### config.mk
export PLATFORM = sky130hd
export DESIGN_NAME = swmm_minmax
export DESIGN_NICKNAME = d
export VERILOG_FILES = /design/src/rtl/swmm_pkg.sv /design/src/rtl/swmm_minmax.sv
export SDC_FILE = /design/constraint.sdc
export NUM_CORES = 1
export LEC_CHECK = 0
export BUFFER_PORTS_ARGS = -buffer_cell sky130_fd_sc_hd__buf_2
export CORE_ASPECT_RATIO = 2
export CORE_MARGIN = 5
export CORE_UTILIZATION = 30
export CTS_BUF_LIST = sky130_fd_sc_hd__clkbuf_2 sky130_fd_sc_hd__clkbuf_4 sky130_fd_sc_hd__clkbuf_8
export DETAILED_ROUTE_END_ITERATION = 10
export REMOVE_ABC_BUFFERS = 1
export SETUP_SLACK_MARGIN = 0.2
export SKIP_LAST_GASP = 1
export SLEW_MARGIN = 0
export SYNTH_ARGS = -nofsm -noshare
export SYNTH_HDL_FRONTEND = slang
export SYNTH_SLANG_ARGS = --single-unit
### constraint.sdc
create_clock -name clk -period 5.35 [get_ports clk]
set_clock_uncertainty 0.1 [all_clocks]
set_input_delay 1.07 -clock clk [delete_from_list [all_inputs] [get_ports clk]]
set_output_delay 1.07 -clock clk [all_outputs]
set_load 0.01 [all_outputs]
### src/rtl/swmm_pkg.sv
// shared types and constants of the stack window min/max block
// no dependencies; imported by every module of the block
package swmm_pkg;

	localparam int DATA_W = 32;

	typedef enum logic [1:0] {
		MODE_PUSH  = 2'd0,
		MODE_POP   = 2'd1,
		MODE_QUERY = 2'd2
	} mode_t;

	typedef enum logic [1:0] {
		ST_OK         = 2'd0,
		ST_BAD_WINDOW = 2'd1,
		ST_FULL       = 2'd2,
		ST_EMPTY      = 2'd3
	} status_t;

	// what every cell of the chain does in a cycle
	typedef enum logic [1:0] {
		CELL_HOLD  = 2'd0,
		CELL_PUSH  = 2'd1,
		CELL_SHIFT = 2'd2
	} cell_op_t;

	typedef enum logic [1:0] {
		S_IDLE   = 2'd0,
		S_SCAN   = 2'd1,
		S_FINISH = 2'd2
	} state_t;

	// control of the running max/min unit
	typedef struct packed {
		logic take;
		logic first;
	} mm_ctl_t;

endpackage

### src/rtl/swmm_minmax.sv
// running signed maximum and minimum over a stream of samples
// depends on swmm_pkg
module swmm_minmax import swmm_pkg::*; (
	input  logic                      clk,
	input  mm_ctl_t                   ctl,
	input  logic signed [DATA_W-1:0]  sample,
	output logic signed [DATA_W-1:0]  max_value,
	output logic signed [DATA_W-1:0]  min_value
);

	logic signed [DATA_W-1:0] max_q;
	logic signed [DATA_W-1:0] min_q;

	always_ff @(posedge clk) begin
		if (ctl.take) begin
			if (ctl.first || (sample > max_q)) begin
				max_q <= sample;
			end
			if (ctl.first || (sample < min_q)) begin
				min_q <= sample;
			end
		end
	end

	assign max_value = max_q;
	assign min_value = min_q;

endmodule

Word level (Yosys, flattened, before mapping):

Cells that the tools add are included.

* word-level logic and storage cells: 8
* input bits: 35
* register bits: 64

* order comparisons: 2
* reduce and logical (&&, ||, !) cells: 4

Operator list (count)
* $gt A32 B32 Y1: 1
* $lt A32 B32 Y1: 1
* $reduce_and A2 Y1: 2
* $logic_or A1 B1 Y1: 2

Depth between registers and ports, before layout:

* depth in word-level cells: 3
* depth in mapped cells: 9

Worst setup path after synthesis:

No wires, ideal clock.

* kind: input-to-reg
* from: input sample[31]
* to: register max_q[0], in the netlist max_value[0] (enable)
* setup slack: 0.062 ns
* buffers on the path: 0
* stages on the path: 7
* library setup time: 0.470 ns
* required time: 4.780 ns
* arrival time: 4.718 ns
* path through: ha_1 nand4_1 nor4_1 nand4_1 nor3_1 nor4_1 a211oi_1

* word-level cells in the longest chain between the ends: 3

RTL lines
* start, declared: RTL line swmm_minmax.sv:6 `input logic signed [DATA_W-1:0] sample,`
* $gt A32 B32 Y1: RTL line swmm_minmax.sv:16 `if (ctl.first || (sample > max_q)) begin`
* $logic_or A1 B1 Y1: RTL line swmm_minmax.sv:16
* $reduce_and A2 Y1 (no source line)
* end signal, assigned: RTL line swmm_minmax.sv:17 `max_q <= sample;`
* end, declared: RTL line swmm_minmax.sv:11 `logic signed [DATA_W-1:0] max_q;`

No other way between the ends.
A chain may end at the register's enable or synchronous reset.

Worst setup path in the final report:

* from: input sample[31]
* to: register max_q[18], in the netlist max_value[18] (enable)

The elaborated chain is that of the path after synthesis.

==> qor.yml <==
timing:
  tightest_slew_ns: 0.547
  setup_viol: 0
  max-slew-margin-rel: 0.629
  rsz0062_at_grt: "no"
  fin_crit_ns: 3.45
  slew_violations: 0
  period_share: 0.644
  fmax_mhz: 290
  hold_viol: 0
  fin_setup_tns_ns: 0
run:
  maxCapViolCount: 0
global_routing:
  met1_usage: 0.121
  use_met2: 0.248
  grt_overflow: 0
  grt_pass1_wl_um: 13700
  grt_busiest_layer: "met2"
  grt_use_total: 0.130
  grt_max_degree: 33
  grt_pass1_vias: 2712
  grt.met3_usage: 0.0377
  antenna_found_initial: 1
place:
  gp_congestion: 0.838
  placed_cell_area_sq_um: 4270
  hpwl_um: 7330
  portBuffers: 98
drt:
  routed_wl_um: 8920
  post_drt_wl_per_cell_um: 16.2
  ant_nets: 0
  via_per_inst: 4.66
  drt_iter0_markers: 59
  first_pass_iters: 4
  drcViolationCount: 0
  vias: 2562
synthesis:
  netlist_area_sq_um: 3560
  synth_edf_count: 64
  ys_seq_area_frac: 0.540
  synth-seq-cells: 64
  ys.flop_type: "edfxtp_1"
  synth_cell_types: 28
  async_flop_share: 0
  netlist_instances: 289
  avgSynthCellArea_sq_um: 12.3
  yosys_warnings: 0
power_and_ir_drop:
  power.leakage_nw: 2.17
  ir_drop_v: 0.000108
  powerDensity_nw_per_um2: 279
  fin_total_pwr_mw: 1.23
clock_network:
  cts_tree: "built"
  max-clock-path-buffers: 2
  htreeDepth: 3
  cts_resized: 0
  post_cts_buffers: 0
  cts-root-buf: "clkbuf_8"
  clk-insertion-delay-late_ns: 0.34
  clk_pin_slew_ns: 0.06
  cts_hold_buf: 0
  cts_made_buffers: 9
  cts_sinks: 64
min_path:
  min-delay-start: "sample[30]"
  hold_class: "input pin to flop"
finish:
  fin_nets: 499
  nFillCells: 1149
  antenna_cells: 0
  area_growth_pct: 24.1
  final_cell_area_sq_um: 4420
  utilization: 0.378
  final_common_cell: "buf_2"
  layout_common_cells: "98 x buf_2, 65 x inv_1, 64 x edfxtp_1"
  drive_gt1_frac: 0.291
setup_path:
  crit_family: "simple AND/OR/NAND/NOR gates"
  crit_path_start: "sample[31]"
  endpoint_kind: "flop"
  critical_path_class: "input pin to flop"
  rr_startpoint: "max_value[31]$_DFFE_PP_"
  crit_buf_inv: 2
  critPathSlowestCell: "buf_4"
  worstPathMaxFanout: 32
  start_kind: "input pin"
  cp.required_ns: 5.24
  cp_cell_sequence: "buf_2 > ha_1 > nand4_1 > nor4_1 > nand4_1 > nor3_1 > nor4_1 > a211oi_4 > buf_4"
  critPathArrivalTime_ns: 3.34
  max_stage_delay_ns: 0.43
floorplanning:
  dieArea_sq_um: 14300
  core_sq_um: 11700
  die_w_um: 87.0
  ioPinCount: 99
  start_util: 0.304
  row_count: 56
  die_y_um: 164
run_status:
  status: "finished clean"
==> report_power, final <==
| part | switching (mW) | total (mW) | internal (mW) | leakage (nW) |
|---|---|---|---|---|
| Clock | 0.180 | 0.339 | 0.159 | 0.0835 |
| Sequential | 0.0206 | 0.627 | 0.607 | 0.614 |
| Combinational | 0.159 | 0.265 | 0.106 | 1.47 |
| Total | 0.359 | 1.23 | 0.872 | 2.17 |
==> state kept, by name, summed over array words and instances, names as in the netlist <==
signal and cells:
min_value 32, max_value 32
==> per-layer routing <==
layer | vias to the layer above | wire length (um)
met5 | - | 20
met4 | 2 | 227
met3 | 17 | 511
met2 | 69 | 5110
met1 | 1201 | 3060
li1 | 1273 | -
==> final timing paths <==
kind	to	depth (start not counted)	slack [ns]
setup / recovery	max_value[18]$_DFFE_PP_	9	1.90
hold / removal	min_value[30]$_DFFE_PP_	1	0.86
setup reg to reg	max_value[18]$_DFFE_PP_	9	2.39
hold reg to reg	min_value[16]$_DFFE_PP_	5	1.18
==> worst reg2reg max path, stage by stage, from the launching register on <==
cell,delay (ns)
edfxtp_1,0.34
inv_1,0.05
ha_1,0.33
nand4_1,0.16
nor4_1,0.41
nand4_1,0.21
nor3_1,0.26
nor4_1,0.12
a211oi_4,0.21
buf_4,0.43
==> per-stage QoR <==
step           hold slack, ns  setup slack [ns]  instances
2_1_floorplan            1.07            0.0622        289
3_3_place_gp             1.18              1.59        535
3_5_place_dp             1.17              1.54        535
4_1_cts                 0.831              1.91        550
5_1_grt                 0.822              1.70        550
6_report                0.857              1.90        550
==> Yosys cell counts, drive strengths merged, types with 2 or more instances <==
master | n | share of area
a211oi | 4 | 0.0084
nor3 | 2 | 0.0028
ha | 63 | 0.22
nand4 | 11 | 0.019
a2111oi | 2 | 0.012
nor4 | 3 | 0.0053
o21a | 2 | 0.0042
nor2 | 8 | 0.0084
inv | 65 | 0.069
a21oi | 19 | 0.027
o21ai | 5 | 0.0070
edfxtp | 64 | 0.54
a221o | 2 | 0.0056
a21o | 13 | 0.027
nand2 | 8 | 0.0084
nand2b | 2 | 0.0056
nand3 | 8 | 0.011
==> layout make-up <==
class / instances / area (sq um) / area share
Timing Repair Buffer: 101 / 513 / 0.116
Tap cell: 145 / 181 / 0.0411
Inverter: 65 / 244 / 0.0552
Multi-Input combinational cell: 160 / 1410 / 0.319
Clock buffer: 9 / 124 / 0.0280
Sequential cell: 64 / 1920 / 0.435
Clock inverter: 6 / 27.5 / 0.00623
==> kinds of logic (layout without fill, tap and decap cells) <==
group           Yosys count  in the layout  synth area share
buf+inv                  65            181            0.0685
xor+xnor                  1              1           0.00246
fa+ha+maj                63             63             0.221
compound gates           50             50            0.0984
simple gates             46             46            0.0696
flops                    64             64             0.540
(Power assumes the default switching activity.)
