$ cat src/rtl/swmm_pkg.sv
// shared types and constants of the stack window min/max block
// no dependencies; imported by every module of the block
package swmm_pkg;

	localparam int DATA_W = 32;

	typedef enum logic [1:0] {
		MODE_PUSH  = 2'd0,
		MODE_POP   = 2'd1,
		MODE_QUERY = 2'd2
	} mode_t;

	typedef enum logic [1:0] {
		ST_OK         = 2'd0,
		ST_BAD_WINDOW = 2'd1,
		ST_FULL       = 2'd2,
		ST_EMPTY      = 2'd3
	} status_t;

	// what every cell of the chain does in a cycle
	typedef enum logic [1:0] {
		CELL_HOLD  = 2'd0,
		CELL_PUSH  = 2'd1,
		CELL_SHIFT = 2'd2
	} cell_op_t;

	typedef enum logic [1:0] {
		S_IDLE   = 2'd0,
		S_SCAN   = 2'd1,
		S_FINISH = 2'd2
	} state_t;

	// control of the running max/min unit
	typedef struct packed {
		logic take;
		logic first;
	} mm_ctl_t;

endpackage

$ cat src/rtl/swmm_cell.sv
// one storage cell of the stack chain
// depends on swmm_pkg
module swmm_cell import swmm_pkg::*; (
	input  logic                clk,
	input  cell_op_t            op,
	input  logic [DATA_W-1:0]   prev_data,
	input  logic [DATA_W-1:0]   next_data,
	output logic [DATA_W-1:0]   data
);

	logic [DATA_W-1:0] data_q;

	// push takes the entry from the cell above, shift takes the one below
	always_ff @(posedge clk) begin
		case (op)
			CELL_PUSH:  data_q <= prev_data;
			CELL_SHIFT: data_q <= next_data;
			default:    data_q <= data_q;
		endcase
	end

	assign data = data_q;

endmodule

$ cat config.mk
export PLATFORM = sky130hd
export DESIGN_NAME = swmm_cell
export DESIGN_NICKNAME = d
export VERILOG_FILES = /design/src/rtl/swmm_pkg.sv /design/src/rtl/swmm_cell.sv
export SDC_FILE = /design/constraint.sdc
export NUM_CORES = 1
export LEC_CHECK = 0
export ABC_CLOCK_PERIOD_IN_PS = 1800
export BUFFER_PORTS_ARGS = -buffer_cell sky130_fd_sc_hd__buf_2
export CORE_MARGIN = 2
export CORE_UTILIZATION = 42
export CTS_CLUSTER_DIAMETER = 60
export DETAILED_ROUTE_END_ITERATION = 8
export GPL_ROUTABILITY_DRIVEN = 0
export GPL_TIMING_DRIVEN = 0
export PLACE_DENSITY = 0.79
export SLEW_MARGIN = 0
export SYNTH_ARGS = -nofsm -noshare
export SYNTH_HDL_FRONTEND = slang
export SYNTH_SLANG_ARGS = --single-unit
export TNS_END_PERCENT = 50
$ cat constraint.sdc
create_clock -name clk -period 1.8 [get_ports clk]
set_input_delay 0.27 -clock clk [delete_from_list [all_inputs] [get_ports clk]]
set_output_delay 0.27 -clock clk [all_outputs]
set_load 0.03 [all_outputs]
======== Word level (Yosys, flattened, before mapping) ========
Cells that the tools add are included.
cells by class
  equal/unequal tests ..................... 2
  multiplexer cells ....................... 1
  reductions and logical operators ........ 1
operator list
  operator            number
  $pmux 32 s2         1
  $eq 2x1->1 const B  1
  $eq 2x2->1 const B  1
  $reduce_bool 2->1   1
storage, ports and cells
  register bits after elaboration ......... 32
  output and inout bits ................... 32
  logic and storage cells ................. 5

======== Longest topological paths before layout ========
Gate-level depths: netlist of the first run.
  depth after elaboration ................. 2
  depth in mapped cells ................... 5
  mapped depth without buffers ............ 3

======== Least setup slack after synthesis of the first run ========
Ideal clock, no wire load.
  kind .................................... input to register
  from .................................... in op[0]
  to ...................................... reg data_q[0], in the netlist data[0], enable pin
  setup time .............................. 0.387 ns
  data arrival time ....................... 1.208 ns
  required time ........................... 1.413 ns
  setup slack ............................. 0.205 ns
  stages .................................. 3
  buffers on the path ..................... 0
  cells stage by stage .................... inv_1 > ha_1 > inv_1
on the way
  word-level cells in the longest chain between the ends .. 2
RTL lines
  what                                             RTL line         source
  from (decl)                                      swmm_cell.sv:5   input cell_op_t op,
  $eq 2x2->1 / $eq 2x1->1 (equally long branches)  swmm_cell.sv:15  case (op)
  $reduce_bool 2->1 (no line) (*)                  --
  to (signal assigned)                             swmm_cell.sv:16  CELL_PUSH: data_q <= prev_data;
  to (signal assigned)                             swmm_cell.sv:17  CELL_SHIFT: data_q <= next_data;
  to (signal assigned)                             swmm_cell.sv:18  default: data_q <= data_q;
  to (decl)                                        swmm_cell.sv:11  logic [DATA_W-1:0] data_q;
Every way passes the cells marked *; elsewhere a longest branch is shown, timed or not.
A chain may end at the register's enable or synchronous reset.

======== Worst setup path after layout of the first run ========
  from .................................... in op[0]
  to ...................................... reg data_q[8], in the netlist data[8], enable pin
The elaborated chain is that of the path after synthesis.

==> results of run 1 <==
routing by layer:
layer	track usage, %	vias to the layer above	part of all wire [%]
li1	-	484	-
met1	13.8	466	36
met2	26.7	55	54
met3	4.93	2	9.3
met4	7.18	0	0.52
met5	0	-	0
cell usage after synthesis:
cell type  count
inv_1          2
mux2_2         2
ha_1           1
buf_6          1
buf_12         3
mux2_4        30
edfxtp_1      32
worst max-delay path, stage by stage:
cell and delay (ns):
buf_2 0.08, inv_1 0.04, ha_1 0.27, inv_1 0.86
logic make-up after synthesis:
family / share of synthesized area [%]
multiplexers: 31.0
flip-flops: 63.0
buffers and inverters: 5.17
adder cells (fa/ha/maj): 0.820
cells in the final DEF, fill, tap and decap left out:
cell type / Yosys / layout
mux2_4: 30 / 30
ha_1: 1 / 1
inv_1: 2 / 2
mux2_2: 2 / 2
clkbuf_4: 0 / 5
buf_6: 1 / 1
buf_2: 0 / 98
edfxtp_1: 32 / 32
clkinv_1: 0 / 2
bufinv_16: 0 / 1
buf_12: 3 / 3
final timing paths:
kind,cells past startpoint,endpoint,slack [ns]
setup / recovery,4,data[8],0.21
hold / removal,2,data[12],0.24
where the power goes:
| group | internal (mW) | switching, mW |
|---|---|---|
| clock | 0.284 | 0.230 |
| sequential | 0.948 | 0.0233 |
| combinational | 0.216 | 0.333 |
| total | 1.45 | 0.586 |
area by class of cell:
cell class,instances,area share (%)
Sequential cell,32,44.7
Clock buffer,5,1.75
Tap cell,46,2.68
Buffer,4,3.32
Inverter,2,0.349
Clock inverter,3,1.75
Multi-Input combinational cell,33,22.6
Timing Repair Buffer,98,22.8
==> results.sh, run 1 <==
export IMPL_hold_path_class="input pin to register"
export IMPL_die_y_um=64.3
export IMPL_ys_ff_latch=32
export IMPL_place_area_um2=2070
export IMPL_ys_warn_count=0
export IMPL_cts_root_buf="clkbuf_4"
export IMPL_min_from="next_data[12]"
export IMPL_post_dp_hpwl_mm=2.28
export IMPL_syn_to_final_growth_pct=40.9
export IMPL_die_area_um2=4130
export IMPL_cp_arrival_ns=1.53
export IMPL_power_density_nw_per_um2=947
export IMPL_fin_cells=223
export IMPL_multiInputGateArea_um2=485
export IMPL_final_nets=244
export IMPL_vias=1007
export IMPL_grt_usage_pct=14.3
export IMPL_synth_top_area_cell="edfxtp_1"
export IMPL_vdd_drop_max_mv=0.394
export IMPL_cts_buffers=5
export IMPL_syn_area_um2=1530
export IMPL_finalSetupViolations=0
export IMPL_num_io_pins=99
export IMPL_clock_sinks=32
export IMPL_rsz0062_at_grt="false"
export IMPL_drt_first_iter_violations=13
export IMPL_drive_gt1_share_pct=79.1
export IMPL_grt_pass1_wl_mm=4.32
export IMPL_regArea_um2=961
export IMPL_leakagePower_nw=1.02
export IMPL_synthTopCellsByArea="edfxtp_1 (63%), mux2_4 (30%), buf_12 (3.9%)"
export IMPL_final_core_util_pct=62.9
export IMPL_cts_buffer_depth=2
export IMPL_worstMarginPinSlew_ns=1.19
export IMPL_globalRouteOverflowTotal=0
export IMPL_die_w_um=64.3
export IMPL_port_buffers=98
export IMPL_dpl_worst_slack_ns=-0.145
export IMPL_place_inst=215
export IMPL_crit_start="op[0]"
export IMPL_totalPowerFinal_mw=2.03
export IMPL_diodes=0
export IMPL_crit_path_max_fanout=32
export IMPL_routed_wl_mm=2.88
export IMPL_end_kind="register"
export IMPL_timing_fmax_mhz=627
export IMPL_htreeDepth=2
export IMPL_cts_resized=0
export IMPL_clk_pin_slew_worst_paths_ns=0.10
export IMPL_postCtsSetupBuffers=0
export IMPL_slew_viol_final=0
export IMPL_n_fill_cell=280
export IMPL_syn_num_nets=139
export IMPL_grt_pass1_vias=1024
export IMPL_largest_reg_flops=32
export IMPL_startpoint_type="input pin"
export IMPL_wl_per_cell_um=12.9
export IMPL_vias_per_cell=4.52
export IMPL_final_setup_tns_ns=0
export IMPL_grt_max_degree=33
export IMPL_antenna_found_initial=0
export IMPL_min_period_ns=1.59
export IMPL_core_area_um2=3420
export IMPL_worst_hold_slack_ns=0.245
export IMPL_finalHoldViolations=0
export IMPL_crit_type="input pin to register"
export IMPL_drc=0
export IMPL_crit_required_ns=1.73
export IMPL_outcome="completed"
export IMPL_drtAntennaViolNets=0
export IMPL_tritoncts="done"
export IMPL_syn_area_per_cell_um2=21.5
export IMPL_seq_area_frac_synth_pct=63.0
export IMPL_synth_top_area_share_pct=63.0
export IMPL_synth_distinct_cells=7
export IMPL_maxCapViolations=0
export IMPL_drtPass1Iterations=3
export IMPL_final_area_um2=2150
export IMPL_relSlewSlack_pct=20.3
export IMPL_start_util_pct=44.7
export IMPL_synthCells=71
export IMPL_finalCritPeriodShare_pct=88.5
export IMPL_hold_buffers=0
export IMPL_worst_slack_ns=0.206
export IMPL_num_rows=21
Power figures use the tool's default switching activity.
==> inputs of run 2 (changes only) <==
- REMOVE_ABC_BUFFERS: unset -> 1
==> run 2 against run 1 <==
Against the previous run:
- final cell count shrank 1.3%
- sequential share of layout area grew 1.5 points
- design area shrank 3.1%
==> results.sh, run 2 (synthesis results as in run 1) <==
export IMPL_outcome="completed"
export IMPL_clk_pin_slew_worst_paths_ns=0.09
export IMPL_grt_usage_pct=13.7
export IMPL_slew_viol_final=0
export IMPL_grt_max_degree=33
export IMPL_critical_path_n_buffers_inverters=3
export IMPL_syn_to_final_growth_pct=36.4
export IMPL_end_kind="register"
export IMPL_finalCritPeriodShare_pct=89.3
export IMPL_place_inst=212
export IMPL_vdd_drop_max_mv=0.517
export IMPL_drive_gt1_share_pct=78.7
export IMPL_crit_start="op[0]"
export IMPL_largest_reg_flops=32
export IMPL_grt_pass1_wl_mm=4.10
export IMPL_die_area_um2=4130
export IMPL_startpoint_type="input pin"
export IMPL_cp_cell_sequence="buf_2 > inv_1 > ha_2 > inv_1"
export IMPL_min_period_ns=1.61
export IMPL_port_buffers=98
export IMPL_wl_per_cell_um=12.6
export IMPL_crit_top_cell="inv_1"
export IMPL_htreeDepth=2
export IMPL_crit_required_ns=1.73
export IMPL_diodes=0
export IMPL_dpl_worst_slack_ns=-0.141
export IMPL_routed_wl_mm=2.77
export IMPL_drtAntennaViolNets=0
export IMPL_finalHoldViolations=0
export IMPL_layout_common_cells="buf_2 (98), edfxtp_1 (32), mux2_4 (30)"
export IMPL_tritoncts="done"
export IMPL_start_util_pct=44.7
export IMPL_leakagePower_nw=0.987
export IMPL_final_setup_tns_ns=0
export IMPL_maxCapViolations=0
export IMPL_final_core_util_pct=60.9
export IMPL_timing_fmax_mhz=622
export IMPL_crit_type="input pin to register"
export IMPL_cp_arrival_ns=1.54
export IMPL_vias=973
export IMPL_die_y_um=64.3
export IMPL_relSlewSlack_pct=20.4
export IMPL_fin_cells=220
export IMPL_worst_path_max_delay_cell="inv_1"
export IMPL_hold_path_class="input pin to register"
export IMPL_num_rows=21
export IMPL_worst_slack_ns=0.192
export IMPL_max_stage_delay_ns=0.86
export IMPL_vias_per_cell=4.42
export IMPL_cts_resized=0
export IMPL_postCtsSetupBuffers=0
export IMPL_final_nets=241
export IMPL_globalRouteOverflowTotal=0
export IMPL_worstMarginPinSlew_ns=1.19
export IMPL_cts_buffer_depth=2
export IMPL_core_area_um2=3420
export IMPL_crit_cells=4
export IMPL_antenna_found_initial=0
export IMPL_power_density_nw_per_um2=904
export IMPL_totalPowerFinal_mw=1.88
export IMPL_drtPass1Iterations=3
export IMPL_clock_sinks=32
export IMPL_grt_pass1_vias=982
export IMPL_hold_buffers=0
export IMPL_drt_first_iter_violations=18
export IMPL_die_w_um=64.3
export IMPL_drc=0
export IMPL_critical_path_endpoint="data[8]"
export IMPL_crit_family="buffers and inverters"
export IMPL_rsz0062_at_grt="false"
export IMPL_finalSetupViolations=0
export IMPL_cts_buffers=5
export IMPL_crit_path_max_fanout=32
export IMPL_cts_root_buf="clkbuf_4"
export IMPL_num_io_pins=99
export IMPL_mostFrequentLayoutCell="buf_2"
run 2: metrics by stage:
step | hold slack [ns] | area [um2]
3_5_place_dp | 0.573 | 2030
4_1_cts | 0.227 | 2080
5_1_grt | 0.224 | 2080
2_1_floorplan | 0.488 | 1450
3_3_place_gp | 0.570 | 2000
6_report | 0.243 | 2080
run 2: per-layer routing:
metal  share of wire (%)  track usage [%]  vias up
met2                  54             25.5       56
met5                   0                0        -
met3                  11             4.05        2
li1                    -                -      477
met1                  34             12.8      438
met4                0.87             8.78        0
run 2: report_power, final:
part / internal [mW] / total (mW) / switching (mW)
clock: 0.150 / 0.367 / 0.217
combinational: 0.208 / 0.539 / 0.331
sequential: 0.949 / 0.974 / 0.0254
total: 1.31 / 1.88 / 0.573
run 2: layout make-up:
type                            instances  area [um2]
Timing Repair Buffer                   99         518
Clock inverter                          1        3.75
Tap cell                               46        57.6
Clock buffer                            7        45.0
Fill cell                             288        1340
Multi-Input combinational cell         33         488
Sequential cell                        32         961
Inverter                                2        7.51
run 2: how the worst min path moves through the flow:
stage | from | to | slack [ns] | cells after the start
2_1_floorplan | next_data[0] | data[0] | 0.49 | 1
3_3_place_gp | next_data[14] | data[14] | 0.57 | 2
3_5_place_dp | prev_data[23] | data[23] | 0.57 | 2
4_1_cts | prev_data[14] | data[14] | 0.23 | 2
5_1_grt | next_data[15] | data[15] | 0.22 | 2
6_report | prev_data[14] | data[14] | 0.24 | 2
==> inputs of run 3 (changes only) <==
- ABC_CLOCK_PERIOD_IN_PS: 1800 -> 1600
- PLACE_DENSITY: 0.79 -> 0.77
- clock period: 1.8 -> 1.6 ns (I/O delays scaled with it)
==> run 3 against run 2 <==
Against the previous run:
- clock-buffer cell count shrank 2
- first-iteration DRC count grew 17%
- via count shrank 1.0%
- non-clock buffer count is the same
- highest routed layer unchanged
==> results.sh, run 3 (synthesis results as in run 1) <==
export IMPL_outcome="completed"
export IMPL_relSlewSlack_pct=55.7
export IMPL_hold_path_class="input pin to register"
export IMPL_syn_to_final_growth_pct=38.4
export IMPL_grt_usage_pct=15.1
export IMPL_clock_sinks=32
export IMPL_tritoncts="done"
export IMPL_min_from="prev_data[25]"
export IMPL_drtAntennaViolNets=0
export IMPL_diodes=0
export IMPL_place_inst=212
export IMPL_cts_root_buf="clkbuf_4"
export IMPL_cts_buffer_depth=2
export IMPL_power_density_nw_per_um2=1090
export IMPL_globalRouteOverflowTotal=0
export IMPL_antenna_found_initial=0
export IMPL_final_area_um2=2110
export IMPL_vdd_drop_max_mv=0.651
export IMPL_place_area_um2=2030
export IMPL_core_area_um2=3420
export IMPL_startpoint_type="input pin"
export IMPL_num_io_pins=99
export IMPL_die_area_um2=4130
export IMPL_worst_slack_ns=0.152
export IMPL_finalSetupViolations=0
export IMPL_drt_first_iter_violations=21
export IMPL_num_rows=21
export IMPL_final_setup_tns_ns=0
export IMPL_hold_buffers=0
export IMPL_final_core_util_pct=61.8
export IMPL_hold_depth=2
export IMPL_layout_common_cells="buf_2 (98), edfxtp_1 (32), mux2_4 (30)"
export IMPL_die_y_um=64.3
export IMPL_crit_required_ns=1.68
export IMPL_drc=0
export IMPL_grt_max_degree=33
export IMPL_final_nets=241
export IMPL_worstMarginPinSlew_ns=0.662
export IMPL_min_period_ns=1.45
export IMPL_cts_buffers=5
export IMPL_crit_type="input pin to register"
export IMPL_rsz0062_at_grt="false"
export IMPL_clk_pin_slew_worst_paths_ns=0.11
export IMPL_vias_per_cell=4.38
export IMPL_htreeDepth=2
export IMPL_finalCritPeriodShare_pct=90.5
export IMPL_timing_fmax_mhz=691
export IMPL_die_w_um=64.3
export IMPL_fin_cells=220
export IMPL_n_fill_cell=280
export IMPL_mostFrequentLayoutCell="buf_2"
export IMPL_grt_pass1_wl_mm=4.46
export IMPL_crit_path_max_fanout=18
export IMPL_port_buffers=98
export IMPL_largest_reg_flops=32
export IMPL_worst_hold_slack_ns=0.199
export IMPL_slew_viol_final=0
export IMPL_wl_per_cell_um=13.7
export IMPL_finalHoldViolations=0
export IMPL_grt_pass1_vias=1007
export IMPL_maxCapViolations=0
export IMPL_cp_arrival_ns=1.53
export IMPL_drive_gt1_share_pct=79.9
export IMPL_hold_end="data[25]"
export IMPL_drtPass1Iterations=3
export IMPL_leakagePower_nw=0.995
export IMPL_totalPowerFinal_mw=2.30
export IMPL_start_util_pct=44.7
export IMPL_vias=963
export IMPL_postCtsSetupBuffers=0
export IMPL_routed_wl_mm=3.01
export IMPL_dpl_worst_slack_ns=-0.337
export IMPL_end_kind="register"
## run 3: layout make-up
| type | instances | area, um2 | share of cell area [%] |
|---|---|---|---|
| Multi-Input combinational cell | 33 | 488 | 23.1 |
| Clock buffer | 5 | 37.5 | 1.78 |
| Tap cell | 46 | 57.6 | 2.73 |
| Sequential cell | 32 | 961 | 45.5 |
| Timing Repair Buffer | 99 | 518 | 24.5 |
| Inverter | 2 | 11.3 | 0.533 |
| Clock inverter | 3 | 37.5 | 1.78 |
## run 3: where the power goes
part / leakage [nW] / internal, mW / switching (mW) / total (mW)
registers: 0.313 / 1.07 / 0.0268 / 1.09
logic: 0.641 / 0.236 / 0.377 / 0.614
clock network: 0.0403 / 0.319 / 0.275 / 0.594
total: 0.995 / 1.62 / 0.679 / 2.30
## run 3: timing repair
action,CTS,global route
endpoints found under the hold margin,0,0
setup endpoints to repair,0,32
gates resized for setup,0,1
## run 3: worst max path at each step
stage | from | endpoint | slack (ns) | cells after the start
floorplan | op[0] | data[30] | -0.59 | 3
global placement | op[0] | data[30] | -0.92 | 4
detailed placement | op[0] | data[4] | -0.34 | 4
CTS | op[0] | data[3] | 0.02 | 4
global route | op[0] | data[30] | 0.1 | 5
finish | op[0] | data[30] | 0.15 | 5
## run 3: worst max-delay path, stage by stage
cell,delay [ns]
buf_2,0.09
inv_1,0.05
ha_2,0.53
buf_16,0.24
mux2_2,0.36
## run 3: routing by layer
layer | vias up | share of wire [%] | global-route usage, % | wire length [um]
li1 | 476 | - | - | -
met1 | 414 | 38 | 15.7 | 1140
met2 | 69 | 50 | 26.0 | 1500
met3 | 4 | 11 | 7.04 | 323
met4 | 0 | 1.3 | 6.38 | 40
met5 | - | 0 | 0 | 0
